### src/hdl/tfb_pkg.sv
`timescale 1ns / 1ps
// tfb_pkg: types and constants shared by the frame builder modules
// no dependencies

package tfb_pkg;

	localparam logic [7:0] HDR_BYTE      = 8'hAA;
	localparam logic [7:0] ADDR_BCAST    = 8'hFF;
	localparam logic [7:0] FUNC_VALUES   = 8'hF1;
	localparam logic [7:0] FUNC_ATTITUDE = 8'h03;
	localparam logic [7:0] FUNC_SPEED    = 8'hF2;

	localparam logic [3:0] LEN_VALUES   = 4'd8;
	localparam logic [3:0] LEN_ATTITUDE = 4'd7;
	localparam logic [3:0] LEN_SPEED    = 4'd1;

	localparam logic [1:0] OP_VALUES   = 2'd0;
	localparam logic [1:0] OP_ATTITUDE = 2'd1;
	localparam logic [1:0] OP_SPEED    = 2'd2;
	localparam logic [1:0] OP_NONE     = 2'd3;

	// fixed byte positions at the head of a frame
	localparam logic [3:0] IDX_HDR  = 4'd0;
	localparam logic [3:0] IDX_ADDR = 4'd1;
	localparam logic [3:0] IDX_FUNC = 4'd2;
	localparam logic [3:0] IDX_LEN  = 4'd3;
	localparam logic [3:0] IDX_PAY  = 4'd4;

	typedef struct packed {
		logic        [1:0]  opcode;
		logic signed [15:0] word_a;
		logic signed [15:0] word_b;
		logic signed [31:0] word_c;
		logic        [7:0]  status_byte;
	} tfb_req_t;

	typedef struct packed {
		logic [7:0] frame_byte;
		logic       last_byte;
	} tfb_rsp_t;

	// one classified frame: function code, payload length, payload bytes (byte 0 lowest)
	typedef struct packed {
		logic [7:0]  func;
		logic [3:0]  len;
		logic [63:0] payload;
	} tfb_desc_t;

endpackage

### src/hdl/tfb_front.sv
`timescale 1ns / 1ps
// tfb_front: accepts requests, drops unused opcodes, builds frame descriptors
// depends on tfb_pkg

module tfb_front import tfb_pkg::*; (
	input  logic      req_valid,
	output logic      req_stall,
	input  tfb_req_t  req,
	output logic      push,
	output tfb_desc_t push_desc,
	input  logic      q_full
);

	assign req_stall = q_full;
	assign push      = req_valid && !q_full && (req.opcode != OP_NONE);

	always_comb begin
		push_desc = '0;
		case (req.opcode)
			OP_VALUES: begin
				push_desc.func    = FUNC_VALUES;
				push_desc.len     = LEN_VALUES;
				push_desc.payload = {req.word_c, req.word_b, req.word_a};
			end
			OP_ATTITUDE: begin
				push_desc.func    = FUNC_ATTITUDE;
				push_desc.len     = LEN_ATTITUDE;
				push_desc.payload = {8'h00, req.status_byte, req.word_c[15:0],
					req.word_b, req.word_a};
			end
			OP_SPEED: begin
				push_desc.func    = FUNC_SPEED;
				push_desc.len     = LEN_SPEED;
				push_desc.payload = {56'h0, req.status_byte};
			end
			default: begin
				push_desc = '0;
			end
		endcase
	end

endmodule

### src/hdl/tfb_queue.sv
`timescale 1ns / 1ps
// tfb_queue: small register queue of frame descriptors between front and back
// depends on tfb_pkg

module tfb_queue import tfb_pkg::*; #(
	parameter int DEPTH = 2
) (
	input  logic      clk,
	input  logic      arst_n,
	input  logic      push,
	input  tfb_desc_t push_desc,
	output logic      full,
	input  logic      pop,
	output logic      q_valid,
	output tfb_desc_t q_desc
);

	localparam int PW = (DEPTH > 1) ? $clog2(DEPTH) : 1;
	localparam int CW = $clog2(DEPTH + 1);
	localparam logic [PW-1:0] LAST_PTR = PW'(DEPTH - 1);
	localparam logic [CW-1:0] FULL_CNT = CW'(DEPTH);

	tfb_desc_t       mem_q [DEPTH];
	logic [PW-1:0]   wr_ptr_q;
	logic [PW-1:0]   rd_ptr_q;
	logic [CW-1:0]   cnt_q;
	logic            do_push;
	logic            do_pop;

	assign full    = (cnt_q == FULL_CNT);
	assign q_valid = (cnt_q != '0);
	assign q_desc  = mem_q[rd_ptr_q];
	assign do_push = push && !full;
	assign do_pop  = pop && q_valid;

	always_ff @(posedge clk or negedge arst_n) begin
		if (!arst_n) begin
			wr_ptr_q <= '0;
			rd_ptr_q <= '0;
			cnt_q    <= '0;
		end else begin
			if (do_push) begin
				wr_ptr_q <= (wr_ptr_q == LAST_PTR) ? '0 : wr_ptr_q + 1'b1;
			end
			if (do_pop) begin
				rd_ptr_q <= (rd_ptr_q == LAST_PTR) ? '0 : rd_ptr_q + 1'b1;
			end
			if (do_push && !do_pop) begin
				cnt_q <= cnt_q + 1'b1;
			end else if (do_pop && !do_push) begin
				cnt_q <= cnt_q - 1'b1;
			end
		end
	end

	always_ff @(posedge clk) begin
		if (do_push) begin
			mem_q[wr_ptr_q] <= push_desc;
		end
	end

endmodule

### src/hdl/tfb_back.sv
`timescale 1ns / 1ps
// tfb_back: walks one descriptor byte by byte, keeps the running checks,
// and holds each beat in an output register; depends on tfb_pkg

module tfb_back import tfb_pkg::*; (
	input  logic       clk,
	input  logic       arst_n,
	input  logic [7:0] target,
	input  logic       q_valid,
	input  tfb_desc_t  q_desc,
	output logic       pop,
	output logic       rsp_valid,
	input  logic       rsp_stall,
	output tfb_rsp_t   rsp
);

	tfb_desc_t  desc_q;
	logic       busy_q;
	logic [3:0] idx_q;
	logic [7:0] sum_q;
	logic [7:0] add_q;
	logic       out_valid_q;
	tfb_rsp_t   out_q;

	logic       emit;
	logic       is_last;
	logic       is_data;
	logic [3:0] sum_idx;
	logic [3:0] last_idx;
	logic [3:0] pay_off;
	logic [7:0] cur_byte;
	logic [7:0] sum_n;

	assign sum_idx  = desc_q.len + IDX_PAY;
	assign last_idx = sum_idx + 4'd1;
	assign pay_off  = idx_q - IDX_PAY;
	assign emit     = busy_q && (!out_valid_q || !rsp_stall);
	assign is_last  = (idx_q == last_idx);
	assign is_data  = (idx_q < sum_idx);
	assign pop      = q_valid && (!busy_q || (emit && is_last));
	assign sum_n    = sum_q + cur_byte;

	always_comb begin
		if (idx_q == IDX_HDR) begin
			cur_byte = HDR_BYTE;
		end else if (idx_q == IDX_ADDR) begin
			cur_byte = target;
		end else if (idx_q == IDX_FUNC) begin
			cur_byte = desc_q.func;
		end else if (idx_q == IDX_LEN) begin
			cur_byte = {4'h0, desc_q.len};
		end else if (idx_q == sum_idx) begin
			cur_byte = sum_q;
		end else if (idx_q == last_idx) begin
			cur_byte = add_q;
		end else begin
			cur_byte = desc_q.payload[{pay_off[2:0], 3'b000} +: 8];
		end
	end

	always_ff @(posedge clk or negedge arst_n) begin
		if (!arst_n) begin
			busy_q      <= 1'b0;
			idx_q       <= '0;
			sum_q       <= '0;
			add_q       <= '0;
			out_valid_q <= 1'b0;
		end else begin
			if (pop) begin
				busy_q <= 1'b1;
				idx_q  <= '0;
				sum_q  <= '0;
				add_q  <= '0;
			end else if (emit) begin
				if (is_last) begin
					busy_q <= 1'b0;
				end
				idx_q <= idx_q + 4'd1;
				// checks cover header through payload only
				if (is_data) begin
					sum_q <= sum_n;
					add_q <= add_q + sum_n;
				end
			end
			if (emit) begin
				out_valid_q <= 1'b1;
			end else if (!rsp_stall) begin
				out_valid_q <= 1'b0;
			end
		end
	end

	always_ff @(posedge clk) begin
		if (pop) begin
			desc_q <= q_desc;
		end
		if (emit) begin
			out_q.frame_byte <= cur_byte;
			out_q.last_byte  <= is_last;
		end
	end

	assign rsp_valid = out_valid_q;
	assign rsp       = out_q;

endmodule

### src/hdl/telemetry_frame_builder_core.sv
`timescale 1ns / 1ps
// telemetry_frame_builder_core: frame builder top; request front, descriptor
// queue, byte emitter and the target address register; depends on tfb_pkg
// a request passes the descriptor queue and the emitter's descriptor register before its first beat
// throughput: one frame byte per cycle while rsp_stall is low; frames are 14, 13 or 7 bytes
// long; opcode 3 is taken with no output
// reset: arst_n clears queue and emitter, target address resets to 0xFF

module telemetry_frame_builder_core import tfb_pkg::*; #(
	parameter int QUEUE_DEPTH = 2
) (
	input  logic       clk,
	input  logic       arst_n,
	input  logic       req_valid,
	output logic       req_stall,
	input  tfb_req_t   req,
	output logic       rsp_valid,
	input  logic       rsp_stall,
	output tfb_rsp_t   rsp,
	input  logic       cfg_wen,
	input  logic [7:0] cfg_wdata
);

	logic [7:0] target_q;
	logic       push;
	tfb_desc_t  push_desc;
	logic       q_full;
	logic       pop;
	logic       q_valid;
	tfb_desc_t  q_desc;

	always_ff @(posedge clk or negedge arst_n) begin
		if (!arst_n) begin
			target_q <= ADDR_BCAST;
		end else if (cfg_wen) begin
			target_q <= cfg_wdata;
		end
	end

	tfb_front u_front (
		.req_valid (req_valid),
		.req_stall (req_stall),
		.req       (req),
		.push      (push),
		.push_desc (push_desc),
		.q_full    (q_full)
	);

	tfb_queue #(
		.DEPTH (QUEUE_DEPTH)
	) u_queue (
		.clk       (clk),
		.arst_n    (arst_n),
		.push      (push),
		.push_desc (push_desc),
		.full      (q_full),
		.pop       (pop),
		.q_valid   (q_valid),
		.q_desc    (q_desc)
	);

	tfb_back u_back (
		.clk       (clk),
		.arst_n    (arst_n),
		.target    (target_q),
		.q_valid   (q_valid),
		.q_desc    (q_desc),
		.pop       (pop),
		.rsp_valid (rsp_valid),
		.rsp_stall (rsp_stall),
		.rsp       (rsp)
	);

endmodule

### config.mk
export PLATFORM = sky130hd
export DESIGN_NAME = telemetry_frame_builder_core
export DESIGN_NICKNAME = d
export VERILOG_FILES = /design/src/hdl/tfb_pkg.sv /design/src/hdl/tfb_front.sv /design/src/hdl/tfb_queue.sv /design/src/hdl/tfb_back.sv /design/src/hdl/telemetry_frame_builder_core.sv
export SDC_FILE = /design/constraint.sdc
export NUM_CORES = 1
export LEC_CHECK = 0
export ABC_AREA = 1
export BUFFER_PORTS_ARGS = -buffer_cell sky130_fd_sc_hd__buf_2
export CORE_UTILIZATION = 23
export DETAILED_ROUTE_END_ITERATION = 16
export SETUP_SLACK_MARGIN = 0.3
export SYNTH_ARGS = -nofsm -noshare
export SYNTH_HDL_FRONTEND = slang
export SYNTH_HIERARCHICAL = 1
export SYNTH_SLANG_ARGS = --single-unit
### constraint.sdc
create_clock -name clk -period 10.97 [get_ports clk]
set_clock_uncertainty 0.05 [all_clocks]
set_input_delay 1.6455 -clock clk [delete_from_list [all_inputs] [get_ports clk]]
set_output_delay 1.6455 -clock clk [all_outputs]
set_load 0.1 [all_outputs]
==> results.cfg, run 1 <==
[status]
status = finished, final reports clean

[route]
route.met2.wl_um = 13300
first_pass_iters = 5
drc = 0
wl_per_cell_um = 14.7
ant_nets = 0
routed-wl-met3_um = 1510
top_layer = met4
m1WireLength_um = 13400
drtIter0Drc = 656
wl_um = 28700
viasPerCell = 4.13
vias = 8048

[placement]
placedCellCount = 1901
port-buffer-count = 97
dp_hpwl_um = 19600
gp_congestion = 0.849

[sta]
worst_pin_slew_ns = 1.22
finalCriticalPeriod_ns = 6.39
final-setup-viol-count = 0
hold_slack_ns = 0.421
fmax_mhz = 157
period_share_pct = 58.2
finalHoldViolCount = 0
slew_violations = 0
rsz0062_at_grt = no
relSlewSlack_pct = 18.3
fin_tns_setup_ns = 0

[yosys]
async_flop_share_pct = 12.5
ys_seq_area_share_pct = 64.9
synth_edf_count = 237
yosysTopAreaCellShare_pct = 57.9
synth_area_leaders = edfxtp_1 58%, nand2_1 13%, dfrtp_1 5.3%, inv_1 3.4%, ha_1 3.2%
synthCells = 1162
synth_warnings = 6
synth_top_cell_by_area = edfxtp_1
netlist_area_um2 = 12300
netlist-cell-type-count = 46
avgSynthCellArea_um2 = 10.6
synth-seq-cells = 271
synth_top_flop_cell = edfxtp_1

[clock_network]
numCtsBuffers = 28
clockBufferDepth = 3
postCtsSetupRepairBufs = 0
cts_resized = 0
holdBufCountCts = 0
htreeDepth = 1
numClockSinks = 271
clkTransAtPathRegs_ns = 0.06
root_buffer = clkbuf_16
insertion_delay_ns = 0.58
cts_tree = done

[global_route]
grtUsageTotal_pct = 10.5
grt_pass1_wl_um = 44200
grt_max_degree = 85
grt_antenna_before_repair = 0
gr-total-overflow = 0
grt_pass1_vias = 7695

[worst_setup_path]
r2r_start = u_back/idx_q[0]$_DFFE_PN0P_
reg2reg_to = u_back/add_q[7]$_DFFE_PN0P_
end_kind = flop
crit_arrival_ns = 6.82
critPathRequiredTime_ns = 11.40
r2r_setup_slack_ns = 4.58
cp_max_fo = 36
r2r_cells = 27
critPathLaunchType = flop
crit_type = flop to flop

[worst_hold_path]
min_from = target_q[7]$_DFFE_PN1P_
hold-path-endpoint = target_q[7]$_DFFE_PN1P_
hold_path_depth = 2
holdCritPathClass = flop to flop

[final_layout]
fillers = 5486
multiInputGateArea_um2 = 3480
instances_no_fill = 1950
diodes = 0
register_area_um2 = 7980
layout_common_cells = 416 x nand2_1, 237 x edfxtp_1, 111 x inv_1
nets = 1363
layout_commonest_cell = nand2_1
final_core_util_pct = 27.0
drive_above_1_share_pct = 13.9
area_delta_synth_final_pct = 15.6

[power_and_ir_drop]
p_leak_nw = 5.99
clkPwrFrac_pct = 20.5
power.density_nw_per_um2 = 320
total_power_mw = 4.54
intPower_mw = 2.68
swShare_pct = 41.1
seqPwrFrac_pct = 36.9
switchingPower_mw = 1.87
power_frac_comb_pct = 42.7
vdd_drop_max_uv = 148

[floorplanning]
start_util_pct = 23.3
row_count = 84
die_x_um = 233
die_h_um = 233
ios = 98
dieArea_um2 = 54400
core_area_um2 = 52700

[run]
cap_violations = 0
[cell families after synthesis]
logic type,Yosys count,share of synthesized area [%]
buffers and inverters,174,6.88
flip-flops,271,64.9
AND/OR/NAND/NOR,554,18.2
adder cells (fa/ha/maj),33,3.48
XOR/XNOR,14,0.997
AO/OA/AOI/OAI,115,5.55
other,1,0.0305
[power groups by stage]
stage	clock (mW)	combinational (mW)	sequential (mW)
floorplan	0	1.43	1.74
global placement	0	1.92	1.70
detailed placement	0	1.94	1.70
CTS	0.951	1.95	1.68
global route	0.993	2.18	1.70
finish	0.930	1.94	1.68
[how the worst max path moves through the flow]
stage / slack (ns) / startpoint / to
after floorplan: 5.06 / req[72] / u_queue/mem_q[1][0]$_DFFE_PP_
after global placement: 4.89 / u_back/idx_q[0]$_DFFE_PN0P_ / u_back/add_q[7]$_DFFE_PN0P_
after detailed placement: 4.65 / u_back/idx_q[0]$_DFFE_PN0P_ / u_back/add_q[7]$_DFFE_PN0P_
after CTS: 4.63 / u_back/idx_q[0]$_DFFE_PN0P_ / u_back/add_q[7]$_DFFE_PN0P_
after global routing: 3.96 / u_back/idx_q[0]$_DFFE_PN0P_ / u_back/add_q[7]$_DFFE_PN0P_
final: 4.58 / u_back/idx_q[0]$_DFFE_PN0P_ / u_back/add_q[7]$_DFFE_PN0P_
[final cells by class]
cell class	count	area share, %
inverters	122	3.29
clock inverters	14	1.16
clock buffers	35	5.19
flip-flops and latches	271	56.1
multi-input cells	718	24.5
well taps	688	6.06
repair buffers	102	3.68
[registers in the layout, indices dropped and copies added, names as in the netlist, 2 cells and up]
signal and count:
u_queue/mem_q 152, u_back/desc_q 76, u_back/rsp 9, target_q 8
u_back/add_q 8, u_back/sum_q 8, u_back/idx_q 4, u_queue/cnt_q 2
[cells in the mapped netlist, types with 4 or more instances]
cell type    n
buf_4       15
o21ai_1      6
o22ai_1      9
a31oi_1      4
a21oi_1     38
buf_6       14
or2_1        4
dfrtp_1     26
clkbuf_1     6
nand2_2      5
nand2_1    416
buf_2       16
ha_1        31
inv_2        7
o211ai_1    13
edfxtp_1   237
dfstp_2      8
nor2_4       4
xnor2_1      4
xor2_1      10
o21ai_0     31
nor2_1      71
nand3_1     39
inv_1      112
[metrics by stage]
stage | instance area [um^2] | worst slack (ns)
after floorplan | 12300 | 5.06
after global placement | 13300 | 4.89
after detailed placement | 13300 | 4.65
after CTS | 14200 | 4.63
after global routing | 14200 | 3.96
final | 14200 | 4.58
[routing by layer]
layer,global-route usage [%],up-vias
met1,14.8,3808
li1,-,3988
met4,2.08,0
met3,1.98,38
met2,16.9,214
met5,0,-
[critical path: stages, from the launching register on]
cell and delay (ns):
dfrtp_1 1.09, inv_2 0.54, ha_1 0.44, inv_1 0.05, nor3_1 0.95, a21oi_1 0.14
o21ai_1 0.13, o211ai_1 0.10, a21oi_1 0.21, ha_1 0.21, inv_1 0.06, fa_1 0.41
o21ai_0 0.32, nand2_1 0.09, nand2_1 0.07, a21oi_1 0.07, xor2_1 0.18, inv_1 0.07
ha_1 0.33, nand2_1 0.08, inv_1 0.06, nand4_1 0.09, o211ai_1 0.11, xor2_1 0.20
inv_1 0.06, nand3_1 0.07, nand3_1 0.08, nand2_1 0.07
(Power assumes the default switching activity.)
==> run 2: changes to the inputs <==
- clock period: 10.97 -> 5.4 ns (I/O delays scaled with it)
==> run 2 against run 1 <==
  * Die area did not move
  * Combinational power rose by 110%
  * Worst setup slack got worse by 3.9 ns
  * Routed wire length fell by 0.62%
  * Core utilization rose by 0.22 points
  * Final cell count rose by 0.41%
  * Sequential share of layout area fell by 0.43 points
==> results.cfg, run 2 (synthesized netlist as in run 1, its figures left out) <==
[clock_network]
clkTransAtPathRegs_ns = 0.07
cts_tree = done
numClockSinks = 271
root_buffer = clkbuf_16
clockBufferDepth = 3
numCtsBuffers = 28
htreeDepth = 1
insertion_delay_ns = 0.58

[worst_setup_path]
critPathLaunchType = flop
crit_path_top_delay_cell = edfxtp_1
max_stage_delay_ns = 0.46
crit_arrival_ns = 5.13
critPathRequiredTime_ns = 5.84
end_kind = flop
crit_buf_inv = 5
cpMostUsedCell = nand2_1
path_delay_family = adder cells
crit_type = flop to flop
r2r_start = u_back/desc_q[65]$_DFFE_PP_
crit_start = u_back/desc_q[65]$_DFFE_PP_
cp_max_fo = 16

[route]
drc = 0
ant_nets = 0
vias = 8151
wl_um = 28500
viasPerCell = 4.16
first_pass_iters = 5
wl_per_cell_um = 14.5
drtIter0Drc = 554

[final_layout]
multiInputGateArea_um2 = 3480
instances_no_fill = 1958
drive_above_1_share_pct = 14.9
diodes = 0
register_area_um2 = 7980
regMostFlops = u_queue/mem_q
fillers = 5421
layout_commonest_cell = nand2_1
nets = 1368
area_delta_synth_final_pct = 16.6
largest_register_ffs = 152
layout_common_cells = 416 x nand2_1, 237 x edfxtp_1, 111 x inv_1
final_cell_area_um2 = 14300

[sta]
worst_pin_slew_ns = 0.965
relSlewSlack_pct = 35.5
period_share_pct = 86.9
finalCriticalPeriod_ns = 4.69
final-setup-viol-count = 0
fmax_mhz = 213
fin_tns_setup_ns = 0
finalHoldViolCount = 0
rsz0062_at_grt = no
slew_violations = 0

[worst_hold_path]
holdCritPathClass = input port to async pin

[placement]
port-buffer-count = 97
placedCellCount = 1906
gp_congestion = 0.904
dp_hpwl_um = 20200
placedInstanceArea_um2 = 13400

[global_route]
gr-total-overflow = 0
grt_max_degree = 78
grt_pass1_vias = 7989
grtUsageTotal_pct = 10.4
grt_pass1_wl_um = 44100
grt_antenna_before_repair = 0

[power_and_ir_drop]
vdd_drop_max_uv = 344
power.density_nw_per_um2 = 655
total_power_mw = 9.39
p_leak_nw = 6.05

[floorplanning]
row_count = 84
ios = 98
start_util_pct = 23.3
die_h_um = 233
core_area_um2 = 52700
die_x_um = 233
dieArea_um2 = 54400

[run]
cap_violations = 0

[status]
status = finished, final reports clean
run 2: cell count changes in the layout (fill, tap and decap cells not counted), moves of 2 or more:
cell,previous run,this run
clkinv_1,7,2
clkinv_2,2,7
buf_4,5,9
bufinv_16,3,5
run 2: power by group:
| group | leakage [nW] | switching, mW | internal, mW |
|---|---|---|---|
| clock network | 0.470 | 0.799 | 1.20 |
| logic | 2.95 | 2.76 | 1.29 |
| registers | 2.63 | 0.279 | 3.07 |
run 2: final cells by class:
cell class | instances | share of cell area, %
clock buffer | 35 | 5.07
multi-input combinational | 718 | 24.3
inverter | 122 | 3.27
sequential | 271 | 55.7
clock inverter | 17 | 1.67
tap | 688 | 6.01
timing repair buffer | 107 | 4.00
run 2: timing repair:
item | CTS | global route
hold buffers | 0 | 0
resized for setup | 0 | 1
endpoints found under the setup margin | 0 | 1
setup buffers | 0 | 0
endpoints found under the hold margin | 0 | 0
run 2: per-layer routing:
layer | track usage, % | vias to the layer above | wire length [um]
met5 | 0 | - | 0
met4 | 2.37 | 0 | 520
met3 | 1.95 | 34 | 1710
met2 | 16.9 | 233 | 13200
met1 | 14.3 | 3884 | 13000
li1 | - | 4000 | -
run 2: worst reg2reg max path: cells and delay by family, from the launching register on:
family	cells	cell delay (ns)
AOI/OAI and AO/OA	7	1.01
xor gates and xnor gates	2	0.39
adders and majority gates	4	1.25
buffers and inverters	5	0.27
DFF	1	0.46
and+or+nand+nor	12	1.19
run 2: through the flow:
step	util, %	hold WS (ns)	setup slack (ns)
final	27.2	0.325	0.706
after global routing	27.2	0.385	0.333
after CTS	27.2	0.325	0.694
after detailed placement	25.4	0.408	0.758
after global placement	25.4	0.403	0.925
after floorplan	-	0.390	0.322
run 2: path summary, 6_finish.rpt:
path                                                end  slack, ns  cells after the start
setup / recovery            u_back/add_q[7]$_DFFE_PN0P_       0.71                     30
hold / removal              u_back/idx_q[3]$_DFFE_PN0P_       0.33                      1
setup reg to reg            u_back/add_q[7]$_DFFE_PN0P_       0.71                     30
hold reg to reg                 target_q[4]$_DFFE_PN1P_       0.42                      2
max in group asynchronous  u_queue/rd_ptr_q$_DFFE_PN0P_       4.28                      1
min in group clk                target_q[6]$_DFFE_PN1P_       0.42                      3
==> run 3: changes to the inputs <==
- RECOVER_POWER: unset -> 50
- SLEW_MARGIN: unset -> 20
==> run 3 against run 2 <==
  * The run now ends with max-capacitance violations, max-slew violations left
  * Routed wire length decreased by 0.23%
  * Clock power hardly changed
  * Critical path depth increased by 1
  * Final cell count is the same
  * Total power about the same
  * Register-to-register slack worse by 0.11 ns
  * Sequential share of layout area rose by 0.16 points
  * Worst setup slack got worse by 0.11 ns
  * Non-clock buffer count unchanged
  * Count of clock-buffer cells in the layout is the same
  * Largest power group unchanged
  * First-iteration DRC count decreased by 3.2%
  * Sequential power barely moved
  * Critical path type unchanged
==> results.cfg, run 3 (synthesized netlist as in run 1, its figures left out) <==
[worst_setup_path]
r2r_cells = 31
crit_start = u_back/desc_q[64]$_DFFE_PP_
cpMostUsedCell = nand2_1
crit_path_top_delay_cell = edfxtp_1
cp_max_fo = 16
critPathLaunchType = flop
r2r_start = u_back/desc_q[64]$_DFFE_PP_
r2r_setup_slack_ns = 0.60
reg2reg_to = u_back/add_q[7]$_DFFE_PN0P_
crit_arrival_ns = 5.24
crit_type = flop to flop
max_stage_delay_ns = 0.45
critPathRequiredTime_ns = 5.84
end_kind = flop

[power_and_ir_drop]
power_frac_comb_pct = 43.0
swShare_pct = 40.7
seqPwrFrac_pct = 35.7
power.density_nw_per_um2 = 657
p_leak_nw = 6.00
clkPwrFrac_pct = 21.3
vdd_drop_max_uv = 344
total_power_mw = 9.39
intPower_mw = 5.57
switchingPower_mw = 3.82

[route]
wl_um = 28400
viasPerCell = 4.15
first_pass_iters = 5
wl_per_cell_um = 14.5
ant_nets = 0
vias = 8118
drc = 0
drtIter0Drc = 536

[global_route]
gr-total-overflow = 0
grtUsageTotal_pct = 10.4
grt_max_degree = 78
grt_pass1_wl_um = 44100
grt_pass1_vias = 7989
grt_antenna_before_repair = 0

[worst_hold_path]
hold_path_depth = 3
hold-path-endpoint = target_q[6]$_DFFE_PN1P_
min_from = cfg_wdata[6]
holdCritPathClass = input port to flop

[floorplanning]
core_area_um2 = 52700
start_util_pct = 23.3
row_count = 84
ios = 98
die_h_um = 233
die_x_um = 233
dieArea_um2 = 54400

[final_layout]
final_cell_area_um2 = 14300
layout_commonest_cell = nand2_1
register_area_um2 = 7980
regMostFlops = u_queue/mem_q
fillers = 5432
drive_above_1_share_pct = 13.5
largest_register_ffs = 152
nets = 1368
multiInputGateArea_um2 = 3460
diodes = 0
layout_common_cells = 416 x nand2_1, 237 x edfxtp_1, 113 x inv_1
area_delta_synth_final_pct = 16.2

[sta]
finalHoldViolCount = 0
rsz0062_at_grt = no
finalWorstSetupSlack_ns = 0.599
finalCriticalPeriod_ns = 4.80
fin_tns_setup_ns = 0
worst_pin_slew_ns = 2.95
relSlewSlack_pct = -97.6
final-setup-viol-count = 0
period_share_pct = 88.9
fmax_mhz = 208
slew_violations = 133

[clock_network]
insertion_delay_ns = 0.58
root_buffer = clkbuf_16
numClockSinks = 271
cts_tree = done
postCtsSetupRepairBufs = 0
numCtsBuffers = 28
clkTransAtPathRegs_ns = 0.07
holdBufCountCts = 0
clockBufferDepth = 3
htreeDepth = 1

[placement]
dp_slack_ns = 0.758
port-buffer-count = 97
placedInstanceArea_um2 = 13400
dp_hpwl_um = 20200
gp_congestion = 0.904

[status]
status = finished with violations
violations = max-capacitance violations, max-slew violations

[run]
cap_violations = 4
==> run 3: cell types whose count changed in the layout (fill, tap and decap cells not counted), sizes merged <==
cell,previous run,this run
clkbuf,35,48
buf,107,94
inv,121,119
clkinvlp,1,3
==> run 3: worst max-delay path by stage <==
stage                                    end  cells after the start
5_1_grt          u_back/add_q[7]$_DFFE_PN0P_                     30
3_3_place_gp     u_back/add_q[7]$_DFFE_PN0P_                     30
4_1_cts          u_back/add_q[7]$_DFFE_PN0P_                     29
3_5_place_dp     u_back/add_q[7]$_DFFE_PN0P_                     29
6_report         u_back/add_q[7]$_DFFE_PN0P_                     31
2_1_floorplan  u_queue/mem_q[1][0]$_DFFE_PP_                      4
==> run 3: timing repair <==
action                                  CTS  global route
endpoints found under the hold margin     0             0
endpoints found under the setup margin    0             1
gates resized for setup                   0             1
==> run 3: cell type report <==
cell class,count,area share [%]
Sequential cell,271,55.9
Multi-Input combinational cell,718,24.2
Tap cell,688,6.02
Clock buffer,35,5.09
Timing Repair Buffer,107,3.90
Inverter,122,3.26
Clock inverter,17,1.67
==> run 3: per-layer routing <==
layer | vias up | GRT usage, % | share of wire, %
met5 | - | 0 | 0
met4 | 0 | 2.37 | 1.8
met3 | 35 | 1.95 | 6.0
met2 | 242 | 16.9 | 47
met1 | 3839 | 14.3 | 46
li1 | 4002 | - | -
==> run 3: power by group through the flow <==
stage	registers [mW]	logic (mW)	clock network (mW)
floorplan	3.53	2.90	0
global placement	3.38	3.97	0
global route	3.40	4.53	2.13
finish	3.35	4.04	2.00
CTS	3.35	4.05	2.04
detailed placement	3.39	4.03	0
==> run 3: per-stage QoR <==
| step | util (%) | hold WS [ns] | instances |
|---|---|---|---|
| 5_1_grt | 27.1 | 0.422 | 1958 |
| 3_3_place_gp | 25.4 | 0.403 | 1906 |
| 2_1_floorplan | - | 0.390 | 1163 |
| 4_1_cts | 27.2 | 0.325 | 1958 |
| 6_report | 27.1 | 0.418 | 1958 |
| 3_5_place_dp | 25.4 | 0.408 | 1906 |
==> run 3: critical path, delay by kind of cell, from the launching register on <==
family,cells,cell delay [ns]
xor gates and xnor gates,2,0.39
DFF,1,0.45
AOI/OAI and AO/OA,7,1.01
adders and majority gates,4,1.17
and+or+nand+nor,14,1.40
buffers and inverters,4,0.23
